## src/hdl/fgs_div_pipe.sv

```systemverilog
// Pipelined restoring divider, one quotient bit per stage, with a tag carried alongside.
module fgs_div_pipe #(
  parameter int DW = 17,
  parameter int QB = 15,
  parameter int TW = 2
) (
  input  logic          clk,
  input  logic          rst,
  input  logic          adv,
  input  logic          in_valid,
  input  logic [DW-1:0] in_rem,
  input  logic [QB-1:0] in_lo,
  input  logic [DW-1:0] in_div,
  input  logic [TW-1:0] in_tag,
  output logic          out_valid,
  output logic [QB-1:0] out_q,
  output logic [TW-1:0] out_tag
);

  logic [DW-1:0] rem [QB];
  logic [DW-1:0] dv  [QB];
  logic [QB-1:0] lo  [QB];
  logic [QB-1:0] q   [QB];
  logic [TW-1:0] tag [QB];
  logic          vld [QB];

  logic [DW-1:0] src_rem [QB];
  logic [DW-1:0] src_div [QB];
  logic [QB-1:0] src_lo  [QB];
  logic [QB-1:0] src_q   [QB];
  logic [TW-1:0] src_tag [QB];
  logic          src_vld [QB];
  logic [DW:0]   sh      [QB];
  logic          ge      [QB];

  always_comb begin
    src_rem[0] = in_rem;
    src_div[0] = in_div;
    src_lo[0]  = in_lo;
    src_q[0]   = '0;
    src_tag[0] = in_tag;
    src_vld[0] = in_valid;
    for (int j = 1; j < QB; j++) begin
      src_rem[j] = rem[j-1];
      src_div[j] = dv[j-1];
      src_lo[j]  = lo[j-1];
      src_q[j]   = q[j-1];
      src_tag[j] = tag[j-1];
      src_vld[j] = vld[j-1];
    end
    for (int j = 0; j < QB; j++) begin
      sh[j] = {src_rem[j], src_lo[j][QB-1-j]};
      ge[j] = sh[j] >= {1'b0, src_div[j]};
    end
  end

  always_ff @(posedge clk) begin
    if (rst) begin
      for (int j = 0; j < QB; j++) vld[j] <= 1'b0;
    end else if (adv) begin
      for (int j = 0; j < QB; j++) vld[j] <= src_vld[j];
    end
  end

  always_ff @(posedge clk) begin
    if (adv) begin
      for (int j = 0; j < QB; j++) begin
        rem[j] <= ge[j] ? DW'(sh[j] - {1'b0, src_div[j]}) : DW'(sh[j]);
        q[j]   <= {src_q[j][QB-2:0], ge[j]};
        dv[j]  <= src_div[j];
        lo[j]  <= src_lo[j];
        tag[j] <= src_tag[j];
      end
    end
  end

  assign out_valid = vld[QB-1];
  assign out_q     = q[QB-1];
  assign out_tag   = tag[QB-1];

endmodule

```

## config.mk

```make
export PLATFORM = sky130hd
export DESIGN_NAME = fgs_div_pipe
export DESIGN_NICKNAME = d
export VERILOG_FILES = /design/src/hdl/fgs_div_pipe.sv
export SDC_FILE = /design/constraint.sdc
export NUM_CORES = 1
export LEC_CHECK = 0
export BUFFER_PORTS_ARGS = -buffer_cell sky130_fd_sc_hd__buf_2
export CAP_MARGIN = 20
export CORE_MARGIN = 5
export CORE_UTILIZATION = 35
export CTS_BUF_LIST = sky130_fd_sc_hd__clkbuf_8
export DETAILED_ROUTE_END_ITERATION = 8
export HOLD_SLACK_MARGIN = 0.03
export PLACE_DENSITY_LB_ADDON = 0.15
export SLEW_MARGIN = 20
export SYNTH_ARGS = -nofsm -noshare
export SYNTH_HDL_FRONTEND = slang
export SYNTH_SLANG_ARGS = --single-unit
```

## constraint.sdc

```tcl
create_clock -name clk -period 3.7 [get_ports clk]
set_input_delay 0.555 -clock clk [delete_from_list [all_inputs] [get_ports clk]]
set_output_delay 0.555 -clock clk [all_outputs]
set_load 0.005 [all_outputs]
```

==> summary.txt <==
Synth
  – Synth Net Count: 3187
  – Post-synthesis sequential area ratio: 0.602
  – Syn Inst Count: 2863
  – Main area contributors after synthesis: edfxtp_1, ha_1, mux2_2, inv_1, xnor2_1
  – Synth cell types: 72
  – Syn Area/Cell: 13.0 µm²
  – Post-synth ARST share: 0
  – Post-synthesis register bit count: 746
  – EDFF count, synth: 746
  – Synthesized cell area: 0.0372 mm²
  – Top_reg_cell synth: edfxtp_1
  – Warnings from Yosys: 0
  – Cell taking the most area after synthesis: edfxtp_1
  – Post-synth top area share: 0.602

Place
  – Placed Instances: 4333
  – PortBufs: 72
  – HPWL Detailed: 55.5 mm
  – Dpl cell area: 0.0398 mm²
  – Placer Congestion: 0.899

Drt
  – Final WL: 77.0 mm
  – Vias: 22598
  – Post-DR vias/cell: 4.89
  – WL/cell: 16.7 µm
  – Detail Route Antenna Nets: 0
  – Drt pass-1 iters: 5
  – Iteration-0 DRC Markers: 1340
  – Remaining DRCs: 0

Timing
  – Fmax: 0.283 GHz
  – Worst slew pin tran: 1.03 ns
  – Max_slew headroom: 0.316
  – Worst hold slack: 0.143 ns
  – Minimum clock period after layout: 3.53 ns
  – TNS Setup: 0 ns
  – Setup violations, final: 0
  – Hold Vio Cnt, Final: 0
  – RSZ-0062 raised after global routing: false
  – Final clock skew: 0.0259 ns
  – Final period util: 0.953
  – Slew Limit Fails: 0

Global routing
  – GRT overflow: 0
  – Pin count of the biggest net entering global routing: 90
  – Initial antenna violation count: 4
  – Total GRT Usage: 0.137
  – First-pass GRT wire length: 124 mm
  – Number of global-route vias before repair: 23336

Power and ir drop
  – Power density over the cells: 783 mW/mm²
  – LEAKAGE: 17.0 nW
  – Worst VDD drop: 331 µV

Cells and area
  – Non-filler cells, final: 4621
  – Most frequent cells in the layout: edfxtp_1, inv_1, ha_1
  – Commonest non-fill, non-tap cell in the layout: edfxtp_1
  – NumNets Final: 3456
  – Layout cells sized above 1: 0.151
  – P&R area growth vs syn: 15.1%
  – Fin util: 0.406
  – Final Cell Area: 0.0428 mm²

Worst setup path
  – Reg2Reg Depth: 13
  – Max incr delay on CP: 0.53 ns
  – CP required: 4.22 ns
  – Worst setup EP type: flip-flop
  – Worst-path fanout max: 3
  – Worst Path Arrival: 4.05 ns
  – CP startpoint kind: flip-flop
  – Crit path kind: flip-flop to flip-flop
  – Crit-path cells: inv_1 > ha_1 > inv_1 > fa_1 > a211o_1 > a2111oi_1 > o21bai_1 > buf_4 > a21o_1 > a21oi_1 > o21a_1 > xnor2_1 > mux2_2
  – Max stage delay cell, worst path: a2111oi_1
  – Most frequent CP cell: inv_1

Floorplan
  – Die extent in y: 336 µm
  – IO Pins: 73
  – Core Box Area: 0.105 mm²
  – Row count: 119
  – Die area: 0.113 mm²
  – Chip width: 336 µm
  – Starting Density: 0.353

Clock network
  – Clock-pin slew on the worst setup and hold paths: 0.05 ns
  – H-tree depth: 4
  – Total CTS buffers: 137
  – TritonCTS clock tree: built
  – Clock buffer depth: 3
  – Worst skew pair latency: 0.78 ns
  – Clock net sink count: 746
  – Root Driver: clkbuf_8

Job
  – Max-cap violation count: 0

Worst hold path
  – Hold path depth: 2
  – Worst hold path type: input pin to flip-flop

Status
  – Status: finished, final reports clean
-- synth_stat cells (all sizes together) (6+ instances only) --
| library cell | instances |
|---|---|
| a31oi | 21 |
| or2 | 7 |
| edfxtp | 746 |
| buf | 28 |
| inv | 323 |
| nor2b | 27 |
| o211ai | 6 |
| nand3 | 30 |
| mux2 | 153 |
| nand2 | 117 |
| o21bai | 43 |
| o31a | 8 |
| a2111oi | 16 |
| a211oi | 24 |
| and3 | 21 |
| and2 | 13 |
| a21oi | 219 |
| a211o | 10 |
| nor2 | 155 |
| o21ai | 127 |
| ha | 255 |
| xor2 | 57 |
| nand4 | 34 |
| fa | 14 |
| nand2b | 17 |
| xnor2 | 134 |
| a21o | 72 |
| o21a | 29 |
| or3 | 15 |
| o31ai | 10 |
| a21boi | 6 |
| mux2i | 10 |
| nor3 | 42 |
| clkbuf | 19 |
-- final timing paths --
| check | startpoint | end | slack [ns] |
|---|---|---|---|
| hold reg to reg | lo[0][33] | lo[0][48] | 0.40 |
| hold / removal | in_rem[0] | rem[0][1] | 0.14 |
| setup reg to reg | lo[0][27] | rem[0][46] | 0.17 |
| setup / recovery | lo[0][27] | rem[0][46] | 0.17 |
-- kinds of logic (layout without fill, tap and decap cells) --
logic type                 after synthesis  count (layout)  synth area share
AOI/OAI and AO/OA                      633             633             0.109
xor gates and xnor gates               191             191            0.0450
adders and majority gates              269             269            0.0933
buffers and inverters                  370             736            0.0393
DFF                                    746             746             0.602
muxes                                  163             163            0.0490
other                                    0               1                 0
and+or+nand+nor                        491             491            0.0624
-- layer usage --
layer  vias to the layer above  GRT usage  routed length, µm
met2                       463      0.223              35700
met4                         0     0.0544               2160
met5                         -          0                  0
li1                      11135          -                  -
met1                     10845      0.180              35900
met3                       155     0.0288               3220
-- area by class of cell --
class,count,area [µm²]
Inverter,323,1210
Sequential cell,746,22400
Fill cell,9825,62600
Multi-Input combinational cell,1747,13400
Clock inverter,92,509
Timing Repair Buffer,177,1560
Antenna cell,1,2.50
Tap cell,1391,1740
Clock buffer,144,1980
-- where the power goes --
group	internal, mW	switching [mW]
logic	6.32	6.92
registers	11.9	1.12
clock network	3.86	3.37
total	22.1	11.4
-- timing repair --
action | in CTS | in global routing
buffers inserted | 1 | 1
hold buffers | 49 | 0
resized for setup | 0 | 5
endpoints found under the hold margin | 49 | 0
endpoints found under the setup margin | 7 | 47
pin swaps | 0 | 2
-- worst max-delay path, delay by kind of cell, from the launching register on --
| family | cells | cell delay [ns] |
|---|---|---|
| AO/OA/AOI/OAI | 6 | 1.69 |
| adder cells (fa/ha/maj) | 2 | 0.57 |
| flip-flops | 1 | 0.38 |
| buffers and inverters | 3 | 0.31 |
| multiplexers | 1 | 0.26 |
| XOR/XNOR | 1 | 0.06 |
-- per-stage QoR --
step / total power, mW / worst slack (ns)
2_1_floorplan: 22.7 / 0.194
3_3_place_gp: 25.9 / -0.0164
4_1_cts: 33.9 / 0.00340
6_report: 33.5 / 0.172
3_5_place_dp: 26.2 / 0.0117
5_1_grt: 36.0 / 0.0273
-- registers in the layout (all words and copies together) (netlist names) --
register / flops
lo: 105
q: 120
dv: 238
vld: 15
tag: 30
rem: 238
(Power assumes the default switching activity.)
