--- src/hdl/fgs_pkg.sv ---
// Shared types, constants and tables of the fuzzy gain scheduler.
package fgs_pkg;

  localparam int MF_FRAC   = 15;
  localparam int MF_W      = MF_FRAC + 1;
  localparam int NUM_SETS  = 5;
  localparam int NUM_OUT   = 6;
  localparam int NUM_REGS  = 8;
  localparam int CFG_IDX_W = 3;
  localparam int SHOULDER  = 100;
  localparam int WEIGHT_W  = 18;
  localparam int DEN_W     = 18;
  localparam int PROD_W    = WEIGHT_W + MF_W;
  localparam int NUM_W     = PROD_W + 3;

  localparam logic [MF_W-1:0] MF_FULL = {1'b1, {MF_FRAC{1'b0}}};

  typedef enum logic [1:0] {
    MF_ZERO,
    MF_ONE,
    MF_DIV
  } mf_mode_t;

  typedef enum logic [2:0] {
    OUT_PVL,
    OUT_PML,
    OUT_PVS,
    OUT_PMS,
    OUT_PL,
    OUT_PS
  } out_set_t;

  typedef enum logic [CFG_IDX_W-1:0] {
    CFG_ERR_NL,
    CFG_ERR_NS,
    CFG_ERR_PS,
    CFG_ERR_PL,
    CFG_DERR_NL,
    CFG_DERR_NS,
    CFG_DERR_PS,
    CFG_DERR_PL
  } cfg_index_t;

  typedef struct packed {
    logic no_rule;
    logic sat;
  } gain_flag_t;

  localparam int BP_RESET [NUM_REGS] = '{-1000, -500, 500, 1000, -1000, -500, 500, 1000};

  localparam logic [WEIGHT_W-1:0] WEIGHT_Q16 [NUM_OUT] = '{
    18'd143163, 18'd113639, 18'd64094, 18'd69927, 18'd136151, 18'd71549
  };

  localparam out_set_t RULE_OUT [NUM_SETS][NUM_SETS] = '{
    '{OUT_PVL, OUT_PVL, OUT_PVL, OUT_PVL, OUT_PVL},
    '{OUT_PML, OUT_PML, OUT_PML, OUT_PL,  OUT_PVL},
    '{OUT_PVS, OUT_PVS, OUT_PS,  OUT_PMS, OUT_PMS},
    '{OUT_PML, OUT_PML, OUT_PML, OUT_PL,  OUT_PVL},
    '{OUT_PVL, OUT_PVL, OUT_PVL, OUT_PVL, OUT_PVL}
  };

endpackage

--- src/hdl/fgs_fuzz.sv ---
// Fuzzifier front stage: picks, per set, a fixed membership or a quotient to divide.
module fgs_fuzz #(
  parameter int SW = 16
) (
  input  logic                 clk,
  input  logic                 rst,
  input  logic                 adv,
  input  logic                 in_valid,
  input  logic signed [SW-1:0] x,
  input  logic signed [SW-1:0] nl,
  input  logic signed [SW-1:0] ns,
  input  logic signed [SW-1:0] ps,
  input  logic signed [SW-1:0] pl,
  output logic                 out_valid,
  output fgs_pkg::mf_mode_t    mode [fgs_pkg::NUM_SETS],
  output logic [SW:0]          num  [fgs_pkg::NUM_SETS],
  output logic [SW:0]          den  [fgs_pkg::NUM_SETS]
);
  import fgs_pkg::*;

  localparam int EW = SW + 2;

  logic signed [EW-1:0] xe;
  logic signed [EW-1:0] lft [NUM_SETS];
  logic signed [EW-1:0] rgt [NUM_SETS];
  logic signed [EW-1:0] pk  [NUM_SETS];
  logic                 below;
  logic                 above;
  mf_mode_t             mode_next [NUM_SETS];
  logic [SW:0]          num_next  [NUM_SETS];
  logic [SW:0]          den_next  [NUM_SETS];

  always_comb begin
    xe     = EW'(x);
    lft[0] = EW'(nl) - EW'(SHOULDER);
    lft[1] = EW'(nl);
    lft[2] = EW'(ns);
    lft[3] = '0;
    lft[4] = EW'(ps);
    rgt[0] = EW'(ns);
    rgt[1] = '0;
    rgt[2] = EW'(ps);
    rgt[3] = EW'(pl);
    rgt[4] = EW'(pl) + EW'(SHOULDER);
    pk[0]  = EW'(nl);
    pk[1]  = EW'(ns);
    pk[2]  = '0;
    pk[3]  = EW'(ps);
    pk[4]  = EW'(pl);
    below  = xe <= EW'(nl);
    above  = xe > EW'(pl);
    for (int k = 0; k < NUM_SETS; k++) begin
      mode_next[k] = MF_ZERO;
      num_next[k]  = '0;
      den_next[k]  = '0;
      if (below) begin
        if (k == 0) mode_next[k] = MF_ONE;
      end else if (above) begin
        if (k == NUM_SETS - 1) mode_next[k] = MF_ONE;
      end else if (xe == pk[k]) begin
        mode_next[k] = MF_ONE;
      end else if (xe > lft[k] && xe < pk[k]) begin
        mode_next[k] = MF_DIV;
        num_next[k]  = (SW+1)'(xe - lft[k]);
        den_next[k]  = (SW+1)'(pk[k] - lft[k]);
      end else if (xe > pk[k] && xe < rgt[k]) begin
        mode_next[k] = MF_DIV;
        num_next[k]  = (SW+1)'(rgt[k] - xe);
        den_next[k]  = (SW+1)'(rgt[k] - pk[k]);
      end
    end
  end

  always_ff @(posedge clk) begin
    if (rst) begin
      out_valid <= 1'b0;
    end else if (adv) begin
      out_valid <= in_valid;
    end
  end

  always_ff @(posedge clk) begin
    if (adv) begin
      for (int k = 0; k < NUM_SETS; k++) begin
        mode[k] <= mode_next[k];
        num[k]  <= num_next[k];
        den[k]  <= den_next[k];
      end
    end
  end

endmodule

--- config.mk ---
export PLATFORM = sky130hd
export DESIGN_NAME = fgs_fuzz
export DESIGN_NICKNAME = d
export VERILOG_FILES = /design/src/hdl/fgs_pkg.sv /design/src/hdl/fgs_fuzz.sv
export SDC_FILE = /design/constraint.sdc
export NUM_CORES = 1
export LEC_CHECK = 0
export ABC_AREA = 1
export BUFFER_PORTS_ARGS = -buffer_cell sky130_fd_sc_hd__buf_4
export CAP_MARGIN = 20
export CORE_MARGIN = 2
export CORE_UTILIZATION = 40
export DETAILED_ROUTE_END_ITERATION = 7
export SETUP_SLACK_MARGIN = 0.02
export SLEW_MARGIN = 5
export SYNTH_ARGS = -nofsm -noshare
export SYNTH_HDL_FRONTEND = slang
export SYNTH_SLANG_ARGS = --single-unit
export TNS_END_PERCENT = 100
--- constraint.sdc ---
create_clock -name clk -period 4.9 [get_ports clk]
set_input_delay 0.245 -clock clk [delete_from_list [all_inputs] [get_ports clk]]
set_output_delay 0.245 -clock clk [all_outputs]
set_load 0.05 [all_outputs]
==> flow_summary.json <==
{
  "ys_warn_count": 0,
  "syn_area_mm2": 0.0185,
  "max_freq_ghz": 0.269,
  "hold_violations": 0,
  "avgRoutedWirePerCell_um": 22.3,
  "drt_iter0_drc": 1825,
  "cts_root_buf": "clkbuf_16",
  "tightest_slew_ns": 0.987,
  "pin_count": 265,
  "die_y_um": 219,
  "final_nets": 3133,
  "fillers": 4788,
  "clockPowerShare_pct": 22.4,
  "numClockSinks": 181,
  "path_buf_inv": 4,
  "syn_inst": 2607,
  "crit_required_ns": 5.25,
  "syn_to_final_growth_pct": 17.3,
  "whs_ns": 0.0914,
  "syn_area_per_cell_um2": 7.08,
  "cts_buffers": 17,
  "status": "finished, final reports clean",
  "p_total_w": 0.00651,
  "final.period_utilization_pct": 75.9,
  "gp_congestion": 0.947,
  "cts_max_path_buffers": 2,
  "fin_cells": 3466,
  "vdd_drop_max_v": 0.000282,
  "path_class": "in2reg",
  "crit_family": "simple AND/OR/NAND/NOR gates",
  "firstDrtPassIters": 5,
  "die-area_mm2": 0.0479,
  "timing.setup.tns_ns": 0,
  "comb_power_share_pct": 47.4,
  "start_util_pct": 40.6,
  "cp_slowest_stage_delay_ns": 0.59,
  "drc": 0,
  "skew_ns": 0,
  "synth_edf_count": 180,
  "endpoint_kind": "flip-flop",
  "syn_nets": 2888,
  "p_seq_share_pct": 30.2,
  "placed_cells": 3431,
  "max_slew_margin_pct": 34.2,
  "synth_top_cell_by_area": "edfxtp_1",
  "layout-drive-gt1-share_pct": 12.4,
  "rows": 78,
  "cts_tree": "yes",
  "hold_depth": 1,
  "p_per_area_mw_per_mm2": 301,
  "ys_seq_elements": 181,
  "max-cap-violations": 0,
  "drt_wl_total_um": 77200,
  "setup_viol": 0,
  "postCtsSetupBuffers": 0,
  "worstReg2RegEnd": "out_valid$_SDFFE_PP0P_",
  "intPower_w": 0.00347,
  "yosysTopAreaCellShare_pct": 29.3,
  "post_cts_resized": 0,
  "leakagePower_nw": 10.8,
  "slowest_stage": "nand3_1",
  "clk_latency_ns": 0.51,
  "hp-class": "in2reg",
  "grt_pass1_vias": 17475,
  "grtUsageTotal_pct": 32.1,
  "p_sw_share_pct": 46.8,
  "grt_pass1_wl_um": 112000,
  "via_count": 18748,
  "core-area_mm2": 0.0455,
  "hold_start": "adv",
  "grt-ovfl-total": 0,
  "cts-htree-levels": 4,
  "worstSetupStartpointType": "input pin",
  "grt_max_degree": 158,
  "vias_per_cell": 5.41,
  "clkTransAtPathRegs_ns": 0.08,
  "drv_slew": 0,
  "dpl.hpwl_um": 62800,
  "fin_crit_ns": 3.72,
  "path_cells": "buf_4, inv_1, ha_1, nand2_1, nand2_1, nand2_1, nor2_1, nand2_1, nor3_1, ha_1, inv_1, ha_1, a21oi_1, o21ai_0, a21oi_1, nand2_1, nand2_1, nand3_1, buf_4, a21oi_1",
  "antenna_found_initial": 3,
  "reg2reg_slack_ns": 3.73,
  "crit_top_cell": "nand2_1",
  "fp.dieW_um": 219,
  "grt_setup_unrepaired": "no",
  "crit_fanout": 12,
  "io_buffers": 264,
  "ys_top_cells_by_area": "edfxtp_1 29%, nand2_1 14%, ha_1 13%",
  "ys_dominant_reg_cell": "edfxtp_1",
  "holdPathEnd": "mode[0]$_SDFFCE_PP0P_",
  "r2r-start": "out_valid$_SDFFE_PP0P_",
  "rr_worst_depth": 3,
  "async_flop_share_pct": 0,
  "synth_cell_types": 44,
  "ant_nets": 0,
  "cp.arrival_ns": 4.06,
  "seq_area_frac_synth_pct": 29.4,
  "net-switching-power_w": 0.00305
}
[state kept, by name, summed over array words and instances, names as in the netlist]
register / flops
out_valid: 1
mode: 10
num: 85
den: 85
[layout by cell type (no fill, tap or decap), types with 17 or more instances in the layout]
master	synthesis	layout
a21o_1	17	17
xor2_1	107	107
nand2_1	693	693
buf_4	12	283
a21oi_1	259	259
xnor2_1	42	42
ha_1	189	189
nand3_1	173	173
edfxtp_1	180	180
o21ai_0	88	88
o21bai_1	26	26
nor3_1	33	33
clkbuf_16	0	17
inv_1	377	377
nand4_1	43	43
nor2_1	214	214
[final cells by class]
class,count,area [um^2],area share [%]
multi-input cells,1981,11300,52.0
clock inverters,15,174,0.803
inverters,384,1440,6.66
flip-flops and latches,181,5430,25.1
repair buffers,287,2180,10.1
diodes,1,2.50,0.0116
clock buffers,17,425,1.96
well taps,600,751,3.47
[metrics by stage]
stage | worst slack, ns | utilization (%) | instance area, um^2
3_5_place_dp | 0.764 | 46.2 | 21000
2_1_floorplan | 1.86 | - | 18500
3_3_place_gp | 0.934 | 46.2 | 21000
6_report | 1.18 | 47.6 | 21600
5_1_grt | 0.803 | 47.6 | 21600
4_1_cts | 1.27 | 47.6 | 21600
[cells in the mapped netlist, types with 5 or more instances]
cell	instances
o21bai_1	26
o21ai_0	88
a21o_1	17
o21ai_1	5
nand4_1	43
nand2_1	693
nor2_2	5
a21oi_1	259
o21a_1	5
buf_4	12
xnor2_1	42
nor2_1	214
nand3_1	173
ha_1	189
inv_2	7
nor4_1	7
fa_1	8
or2_2	9
nor3_1	33
inv_1	377
edfxtp_1	180
nand2_2	8
nand3b_1	16
clkbuf_1	6
o211ai_1	6
buf_2	38
xor2_1	107
[timing repair]
action                                  4_1_cts  5_1_grt
hold buffers                                  2        0
endpoints found under the setup margin        0        0
hold endpoints to repair                      1        0
[logic make-up after synthesis]
family / count (synthesis) / synth area share (%)
xor gates and xnor gates: 149 / 7.07
and+or+nand+nor: 1214 / 27.9
DFF: 181 / 29.4
AOI/OAI and AO/OA: 420 / 12.3
muxes: 1 / 0.0542
buffers and inverters: 445 / 9.65
adders and majority gates: 197 / 13.7
[routing by layer]
metal | global-route usage (%) | wire, um
met1 | 46.8 | 35800
met2 | 48.1 | 33400
met3 | 4.77 | 5780
met5 | 0 | 0
met4 | 11.2 | 2310
[worst reg2reg max path, stage by stage, from the launching register on]
cell           delay, ns
dfxtp_1             0.32
mux2i_1             0.13
nor2_1              0.06
dlygate4sd3_1       0.55
[worst max path at each step]
| stage | startpoint | to | slack, ns | depth (start not counted) |
|---|---|---|---|---|
| 6_report | nl[2] | den[75]$_SDFFCE_PP0P_ | 1.18 | 20 |
| 4_1_cts | nl[2] | den[75]$_SDFFCE_PP0P_ | 1.27 | 20 |
| 3_3_place_gp | nl[2] | den[72]$_SDFFCE_PP0P_ | 0.93 | 20 |
| 3_5_place_dp | nl[2] | den[75]$_SDFFCE_PP0P_ | 0.76 | 20 |
| 5_1_grt | nl[2] | den[81]$_SDFFCE_PP0P_ | 0.80 | 20 |
| 2_1_floorplan | nl[2] | den[82]$_SDFFCE_PP0P_ | 1.86 | 18 |
[power by group through the flow]
stage               clock network [W]  registers, W  logic [W]
floorplan                           0       0.00255    0.00146
global placement                    0       0.00201    0.00303
detailed placement                  0       0.00200    0.00303
CTS                           0.00147       0.00197    0.00305
global route                  0.00152       0.00198    0.00331
finish                        0.00146       0.00197    0.00309
Note: power is estimated with default switching activity, not from simulation.
