--- config.mk ---
export PLATFORM = sky130hd
export DESIGN_NAME = fgs_rule_agg
export DESIGN_NICKNAME = d
export VERILOG_FILES = /design/src/hdl/fgs_pkg.sv /design/src/hdl/fgs_rule_agg.sv
export SDC_FILE = /design/constraint.sdc
export NUM_CORES = 2
export LEC_CHECK = 0
export BUFFER_PORTS_ARGS = -buffer_cell sky130_fd_sc_hd__buf_2
export CAP_MARGIN = 10
export CELL_PAD_IN_SITES_DETAIL_PLACEMENT = 2
export CELL_PAD_IN_SITES_GLOBAL_PLACEMENT = 2
export CORE_MARGIN = 2
export CORE_UTILIZATION = 40
export CTS_BUF_LIST = sky130_fd_sc_hd__clkbuf_8
export DETAILED_ROUTE_END_ITERATION = 6
export GPL_ROUTABILITY_DRIVEN = 0
export GPL_TIMING_DRIVEN = 1
export HOLD_SLACK_MARGIN = 0.08
export PLACE_DENSITY_LB_ADDON = 0.1
export SYNTH_ARGS = -nofsm -noshare
export SYNTH_HDL_FRONTEND = slang
export SYNTH_SLANG_ARGS = --single-unit
export TNS_END_PERCENT = 1
--- constraint.sdc ---
create_clock -name clk -period 13.4 [get_ports clk]
set_input_delay 0 -clock clk [delete_from_list [all_inputs] [get_ports clk]]
set_output_delay 0 -clock clk [all_outputs]
set_load 0.1 [all_outputs]
--- src/hdl/fgs_pkg.sv ---
// Shared types, constants and tables of the fuzzy gain scheduler.
package fgs_pkg;

  localparam int MF_FRAC   = 15;
  localparam int MF_W      = MF_FRAC + 1;
  localparam int NUM_SETS  = 5;
  localparam int NUM_OUT   = 6;
  localparam int NUM_REGS  = 8;
  localparam int CFG_IDX_W = 3;
  localparam int SHOULDER  = 100;
  localparam int WEIGHT_W  = 18;
  localparam int DEN_W     = 18;
  localparam int PROD_W    = WEIGHT_W + MF_W;
  localparam int NUM_W     = PROD_W + 3;

  localparam logic [MF_W-1:0] MF_FULL = {1'b1, {MF_FRAC{1'b0}}};

  typedef enum logic [1:0] {
    MF_ZERO,
    MF_ONE,
    MF_DIV
  } mf_mode_t;

  typedef enum logic [2:0] {
    OUT_PVL,
    OUT_PML,
    OUT_PVS,
    OUT_PMS,
    OUT_PL,
    OUT_PS
  } out_set_t;

  typedef enum logic [CFG_IDX_W-1:0] {
    CFG_ERR_NL,
    CFG_ERR_NS,
    CFG_ERR_PS,
    CFG_ERR_PL,
    CFG_DERR_NL,
    CFG_DERR_NS,
    CFG_DERR_PS,
    CFG_DERR_PL
  } cfg_index_t;

  typedef struct packed {
    logic no_rule;
    logic sat;
  } gain_flag_t;

  localparam int BP_RESET [NUM_REGS] = '{-1000, -500, 500, 1000, -1000, -500, 500, 1000};

  localparam logic [WEIGHT_W-1:0] WEIGHT_Q16 [NUM_OUT] = '{
    18'd143163, 18'd113639, 18'd64094, 18'd69927, 18'd136151, 18'd71549
  };

  localparam out_set_t RULE_OUT [NUM_SETS][NUM_SETS] = '{
    '{OUT_PVL, OUT_PVL, OUT_PVL, OUT_PVL, OUT_PVL},
    '{OUT_PML, OUT_PML, OUT_PML, OUT_PL,  OUT_PVL},
    '{OUT_PVS, OUT_PVS, OUT_PS,  OUT_PMS, OUT_PMS},
    '{OUT_PML, OUT_PML, OUT_PML, OUT_PL,  OUT_PVL},
    '{OUT_PVL, OUT_PVL, OUT_PVL, OUT_PVL, OUT_PVL}
  };

endpackage

--- src/hdl/fgs_rule_agg.sv ---
// Rule evaluation, max aggregation, weighting and setup of the gain division.
module fgs_rule_agg #(
  parameter int G = 12
) (
  input  logic                     clk,
  input  logic                     rst,
  input  logic                     adv,
  input  logic                     in_valid,
  input  logic [fgs_pkg::MF_W-1:0] me [fgs_pkg::NUM_SETS],
  input  logic [fgs_pkg::MF_W-1:0] md [fgs_pkg::NUM_SETS],
  output logic                     out_valid,
  output logic [fgs_pkg::DEN_W-1:0] rem0,
  output logic [G+1:0]             lo,
  output logic [fgs_pkg::DEN_W-1:0] den,
  output fgs_pkg::gain_flag_t      flag
);
  import fgs_pkg::*;

  localparam int FW  = NUM_W + G + 1;
  localparam int NNW = FW - 16;
  localparam int HW  = NNW - G - 2;

  logic              v1, v2, v3, v4, v5;
  logic [MF_W-1:0]   s      [NUM_SETS][NUM_SETS];
  logic [MF_W-1:0]   rowmax [NUM_OUT][NUM_SETS];
  logic [MF_W-1:0]   rowmax_next [NUM_OUT][NUM_SETS];
  logic [MF_W-1:0]   agg    [NUM_OUT];
  logic [MF_W-1:0]   agg_next [NUM_OUT];
  logic [PROD_W-1:0] prod   [NUM_OUT];
  logic [DEN_W-1:0]  den4, den4_next, den5;
  logic [NUM_W-1:0]  num5, num5_next;
  logic [FW-1:0]     full;
  logic [NNW-1:0]    nn;
  logic [HW-1:0]     hi;

  always_comb begin
    for (int o = 0; o < NUM_OUT; o++) begin
      for (int i = 0; i < NUM_SETS; i++) begin
        rowmax_next[o][i] = '0;
        for (int j = 0; j < NUM_SETS; j++) begin
          if (RULE_OUT[i][j] == out_set_t'(o) && s[i][j] > rowmax_next[o][i]) begin
            rowmax_next[o][i] = s[i][j];
          end
        end
      end
    end
    for (int o = 0; o < NUM_OUT; o++) begin
      agg_next[o] = '0;
      for (int i = 0; i < NUM_SETS; i++) begin
        if (rowmax[o][i] > agg_next[o]) agg_next[o] = rowmax[o][i];
      end
    end
    den4_next = '0;
    for (int o = 0; o < NUM_OUT; o++) den4_next = den4_next + DEN_W'(agg[o]);
    num5_next = '0;
    for (int o = 0; o < NUM_OUT; o++) num5_next = num5_next + NUM_W'(prod[o]);
    full = (FW'(num5) << G) + (FW'(den5) << 15);
    nn   = full[FW-1:16];
    hi   = nn[NNW-1:G+2];
  end

  always_ff @(posedge clk) begin
    if (rst) begin
      v1        <= 1'b0;
      v2        <= 1'b0;
      v3        <= 1'b0;
      v4        <= 1'b0;
      v5        <= 1'b0;
      out_valid <= 1'b0;
    end else if (adv) begin
      v1        <= in_valid;
      v2        <= v1;
      v3        <= v2;
      v4        <= v3;
      v5        <= v4;
      out_valid <= v5;
    end
  end

  always_ff @(posedge clk) begin
    if (adv) begin
      for (int i = 0; i < NUM_SETS; i++) begin
        for (int j = 0; j < NUM_SETS; j++) begin
          s[i][j] <= (me[i] < md[j]) ? me[i] : md[j];
        end
      end
      rowmax <= rowmax_next;
      agg    <= agg_next;
      for (int o = 0; o < NUM_OUT; o++) begin
        prod[o] <= PROD_W'(WEIGHT_Q16[o]) * PROD_W'(agg[o]);
      end
      den4         <= den4_next;
      num5         <= num5_next;
      den5         <= den4;
      rem0         <= nn[G+2 +: DEN_W];
      lo           <= nn[G+1:0];
      den          <= den5;
      flag.no_rule <= den5 == '0;
      flag.sat     <= hi >= HW'(den5);
    end
  end

endmodule

==> impl_metrics.prom <==
# TYPE chip_impl_metric gauge
chip_impl_metric{name="yosysSeqAreaShare",unit="%"} 32.5
chip_impl_metric{name="timing.final.setup_violations",unit=""} 0
chip_impl_metric{name="die_width",unit="µm"} 484
chip_impl_metric{name="post_synthesis_compound_gate_area_fraction",unit="%"} 8.88
chip_impl_metric{name="timing.slew.headroom",unit="%"} 18.8
chip_impl_metric{name="post_cts.resized_instances",unit=""} 0
chip_impl_metric{name="yosys.cell_types.count",unit=""} 91
chip_impl_metric{name="grt_remaining_overflow",unit=""} 0
chip_impl_metric{name="post_synth.cell_area_avg",unit="µm²"} 11.8
chip_impl_info{name="cts_root_buffer",value="clkbuf_8"} 1
chip_impl_metric{name="worst_clock_skew",unit="ps"} 101
chip_impl_metric{name="mean_routed_wirelength_per_cell",unit="µm"} 30.8
chip_impl_metric{name="post_synth_xor_area_fraction",unit="%"} 2.15
chip_impl_metric{name="cells_on_worst_reg2reg_path",unit=""} 44
chip_impl_metric{name="dieHeight",unit="µm"} 484
chip_impl_metric{name="asyncSetResetFlopFracSynth",unit="%"} 0
chip_impl_metric{name="synthesis.instances",unit=""} 7804
chip_impl_info{name="tritoncts",value="built"} 1
chip_impl_info{name="criticalPathCategory",value="reg -> reg"} 1
chip_impl_info{name="hold_class",value="in -> reg"} 1
chip_impl_metric{name="synth_top_area_share",unit="%"} 32.4
chip_impl_metric{name="effective_utilization_at_floorplan",unit="%"} 40.1
chip_impl_metric{name="hold_viol_final",unit=""} 0
chip_impl_metric{name="floorplan.core_area",unit="µm²"} 229000
chip_impl_metric{name="detail-route-antenna-nets",unit=""} 0
chip_impl_metric{name="nFillCells",unit=""} 23200
chip_impl_metric{name="post_synth_mux_area_share",unit="%"} 7.79
chip_impl_metric{name="area_growth_syn_to_layout",unit="%"} 11.4
chip_impl_metric{name="dr_total_vias",unit=""} 64400
chip_impl_info{name="worst_setup_path_endpoint",value="rowmax[474]"} 1
chip_impl_metric{name="postCtsSetupBuffers",unit=""} 0
chip_impl_metric{name="number_of_design_rule_violations_left_by_the_first_detailed_router_iteration",unit=""} 4151
chip_impl_metric{name="drive_gt1_share",unit="%"} 12.8
chip_impl_metric{name="drt_drc_violations_left",unit=""} 0
chip_impl_info{name="top_cell_family_by_delay_on_the_critical_path",value="compound AO/OA/AOI/OAI gates"} 1
chip_impl_metric{name="cap_violations",unit=""} 0
chip_impl_info{name="synth_top_cell_by_area",value="edfxtp_1"} 1
chip_impl_metric{name="setup_tns",unit="ps"} 0
chip_impl_metric{name="synthSimpleGateAreaFrac",unit="%"} 4.78
chip_impl_info{name="leading_cell_types_by_total_area_after_synthesis",value="edfxtp_1 32%, ha_1 21%, fa_1 17%, mux2_2 6.0%, inv_1 5.4%"} 1
chip_impl_metric{name="cp_max_fo",unit=""} 31
chip_impl_metric{name="crit_buf_inv",unit=""} 2
chip_impl_metric{name="yosys_reg_bits",unit=""} 998
chip_impl_info{name="regToRegEndpoint",value="rowmax[474]"} 1
chip_impl_metric{name="number_of_synthesized_flops_with_an_enable_pin",unit=""} 992
chip_impl_metric{name="yosysWarnings",unit=""} 0
chip_impl_metric{name="routed_wl",unit="µm"} 354000
chip_impl_metric{name="wire_length_of_the_first_global_routing_pass",unit="µm"} 507000
chip_impl_metric{name="slowest_stage_delay_on_critical_path",unit="ps"} 960
chip_impl_metric{name="finalWorstSetupSlack",unit="ps"} 2000
chip_impl_metric{name="required",unit="ps"} 14110
chip_impl_metric{name="r2r_setup_slack",unit="ps"} 2000
chip_impl_metric{name="worst-endpoint-arrival",unit="ps"} 12110
chip_impl_metric{name="grt_pass1_vias",unit=""} 72300
chip_impl_info{name="synth-main-ff-cell",value="edfxtp_1"} 1
chip_impl_metric{name="dp_hpwl",unit="µm"} 276000
chip_impl_metric{name="fin_hold_ws",unit="ps"} 133
chip_impl_metric{name="clk_pin_slew",unit="ps"} 70
chip_impl_metric{name="portBuffers",unit=""} 216
chip_impl_metric{name="path_depth",unit=""} 44
chip_impl_metric{name="cts.path.max_buffers",unit=""} 3
chip_impl_metric{name="num-nets-final",unit=""} 10700
chip_impl_metric{name="final_min_period_over_clock_period",unit="%"} 85.1
chip_impl_metric{name="grt_start_max_net_pins",unit=""} 175
chip_impl_info{name="rsz0062_at_grt",value="no"} 1
chip_impl_metric{name="dp_slack",unit="ps"} 2160
chip_impl_metric{name="rows",unit=""} 176
chip_impl_info{name="synth_top_family_by_area",value="adder cells"} 1
chip_impl_info{name="outcome",value="completed"} 1
chip_impl_metric{name="worst_slew_pin_slew",unit="ps"} 1210
chip_impl_metric{name="post_drt_via_cell_ratio",unit=""} 5.61
chip_impl_metric{name="gr-usage-all-layers",unit="%"} 30.0
chip_impl_metric{name="syn-num-nets",unit=""} 10300
chip_impl_metric{name="clkLatencyLatePin",unit="ps"} 1040
chip_impl_metric{name="layout_min_cycle_time",unit="ps"} 11400
chip_impl_info{name="worstSetupEndpointType",value="flip-flop"} 1
chip_impl_metric{name="max_clock_freq",unit="GHz"} 0.0877
chip_impl_metric{name="ios",unit=""} 217
chip_impl_metric{name="number_of_levels_in_the_clock_h_tree",unit=""} 4
chip_impl_metric{name="clock-sinks",unit=""} 998
chip_impl_metric{name="synth_area",unit="µm²"} 92000
chip_impl_info{name="cpMaxStageDelayCell",value="a2111oi_0"} 1
chip_impl_info{name="type_of_element_launching_the_critical_path",value="flip-flop"} 1
chip_impl_metric{name="fp.dieArea",unit="µm²"} 234000
chip_impl_metric{name="cts-buffers-inserted",unit=""} 187
chip_impl_metric{name="slew_violations",unit=""} 0
chip_impl_info{name="worstSetupStartpoint",value="s[0][63]"} 1
chip_impl_metric{name="initial_antenna_violation_count",unit=""} 59
chip_impl_metric{name="yosys.area_share.adder",unit="%"} 37.5
chip_impl_info{name="regToRegStartpoint",value="s[0][63]"} 1
chip_impl_metric{name="first_pass_iters",unit=""} 5
==> synth_stat cells, drive strengths merged (6+ instances only) <==
library cell     n
or3             12
a311oi           6
o21ai          193
o31a            18
edfxtp         992
and3            22
a211o           11
mux2           495
and4            11
and2            11
a41oi            7
xnor2          178
mux2i          158
o31ai           11
o21a            84
nor2           172
a2111oi         21
a211oi          30
clkbuf         175
nand4           94
nand3           80
a21oi          327
buf             46
nor4            13
o22ai            6
inv           1329
a21o           307
xor2            48
o2111ai          7
o211ai          44
fa             762
nand2b         108
dfxtp            6
or2             15
nand2          150
a21boi          15
a31o            21
ha            1537
nor3            82
nor2b           58
a221o            6
nand3b           6
o21bai          40
a22oi            6
a31oi           27
==> state kept, by name, summed over array words and instances, names as in the netlist <==
name	flops
den	18
rowmax	176
num5	34
prod	198
den4	18
flag	2
v3	1
v4	1
agg	96
den5	18
rem0	18
v1	1
v5	1
out_valid	1
lo	14
v2	1
s	400
==> cell type report <==
| class | instances | area, µm² | share of cell area (%) |
|---|---|---|---|
| clock inverter | 145 | 1070 | 1.05 |
| inverter | 1329 | 4990 | 4.87 |
| multi-input combinational | 5256 | 56300 | 54.9 |
| tap | 3026 | 3790 | 3.69 |
| clock buffer | 190 | 2620 | 2.55 |
| antenna | 36 | 90.1 | 0.0879 |
| sequential | 998 | 29900 | 29.2 |
| timing repair buffer | 489 | 3710 | 3.62 |
==> timing repair <==
item | in CTS | in global routing
hold buffers | 211 | 0
endpoints found under the hold margin | 588 | 0
setup endpoints to repair | 0 | 0
==> per-stage QoR <==
stage | cell area [µm²] | instances | util (%)
3_5_place_dp | 96600 | 10900 | 42.1
6_report | 102000 | 11500 | 44.7
5_1_grt | 102000 | 11500 | 44.6
4_1_cts | 102000 | 11400 | 44.6
3_3_place_gp | 96600 | 10900 | 42.1
2_1_floorplan | 92000 | 7804 | -
==> logic make-up after synthesis <==
kind of cell,after synthesis
AO/OA/AOI/OAI,1227
XOR/XNOR,226
adder cells (fa/ha/maj),2300
buffers and inverters,1550
flip-flops,998
multiplexers,653
AND/OR/NAND/NOR,850
==> worst reg2reg max path, delay by kind of cell (launching register included) <==
| kind | cells | cell delay (ps) |
|---|---|---|
| AOI/OAI and AO/OA | 27 | 6900 |
| and+or+nand+nor | 10 | 1890 |
| adders and majority gates | 4 | 1230 |
| DFF | 1 | 410 |
| buffers and inverters | 2 | 370 |
| muxes | 1 | 310 |
==> how the worst min path moves through the flow <==
stage / from / end / slack, ps / cells after the start
finish: adv / rowmax[464] / 130 / 2
global route: md[14] / s[0][14] / 90 / 3
CTS: md[6] / s[4][6] / 80 / 3
detailed placement: rst / v3 / 260 / 2
global placement: in_valid / v1 / 240 / 3
floorplan: rst / out_valid / 70 / 1
==> per-layer routing <==
metal / GRT usage [%] / share of wire (%) / up-vias
li1: - / - / 28300
met5: 0 / 0.020 / -
met2: 50.2 / 48 / 1922
met4: 17.6 / 6.6 / 14
met3: 4.61 / 5.0 / 765
met1: 36.8 / 41 / 33300
==> cell usage in the layout (no fill, tap or decap), types with 94 or more instances in the layout <==
cell,instances
fa_1,762
buf_2,215
mux2_2,487
inv_1,1385
nand2_1,150
nor2_1,171
nand2b_1,108
ha_1,1537
clkbuf_8,190
edfxtp_1,992
xnor2_1,178
nand4_1,94
o21ai_0,180
a21oi_1,326
a21o_1,307
mux2i_1,158
dlygate4sd3_1,211
Power is not shown: default switching activity piles up to over one toggle a cycle in this logic, so the estimate is an artifact.
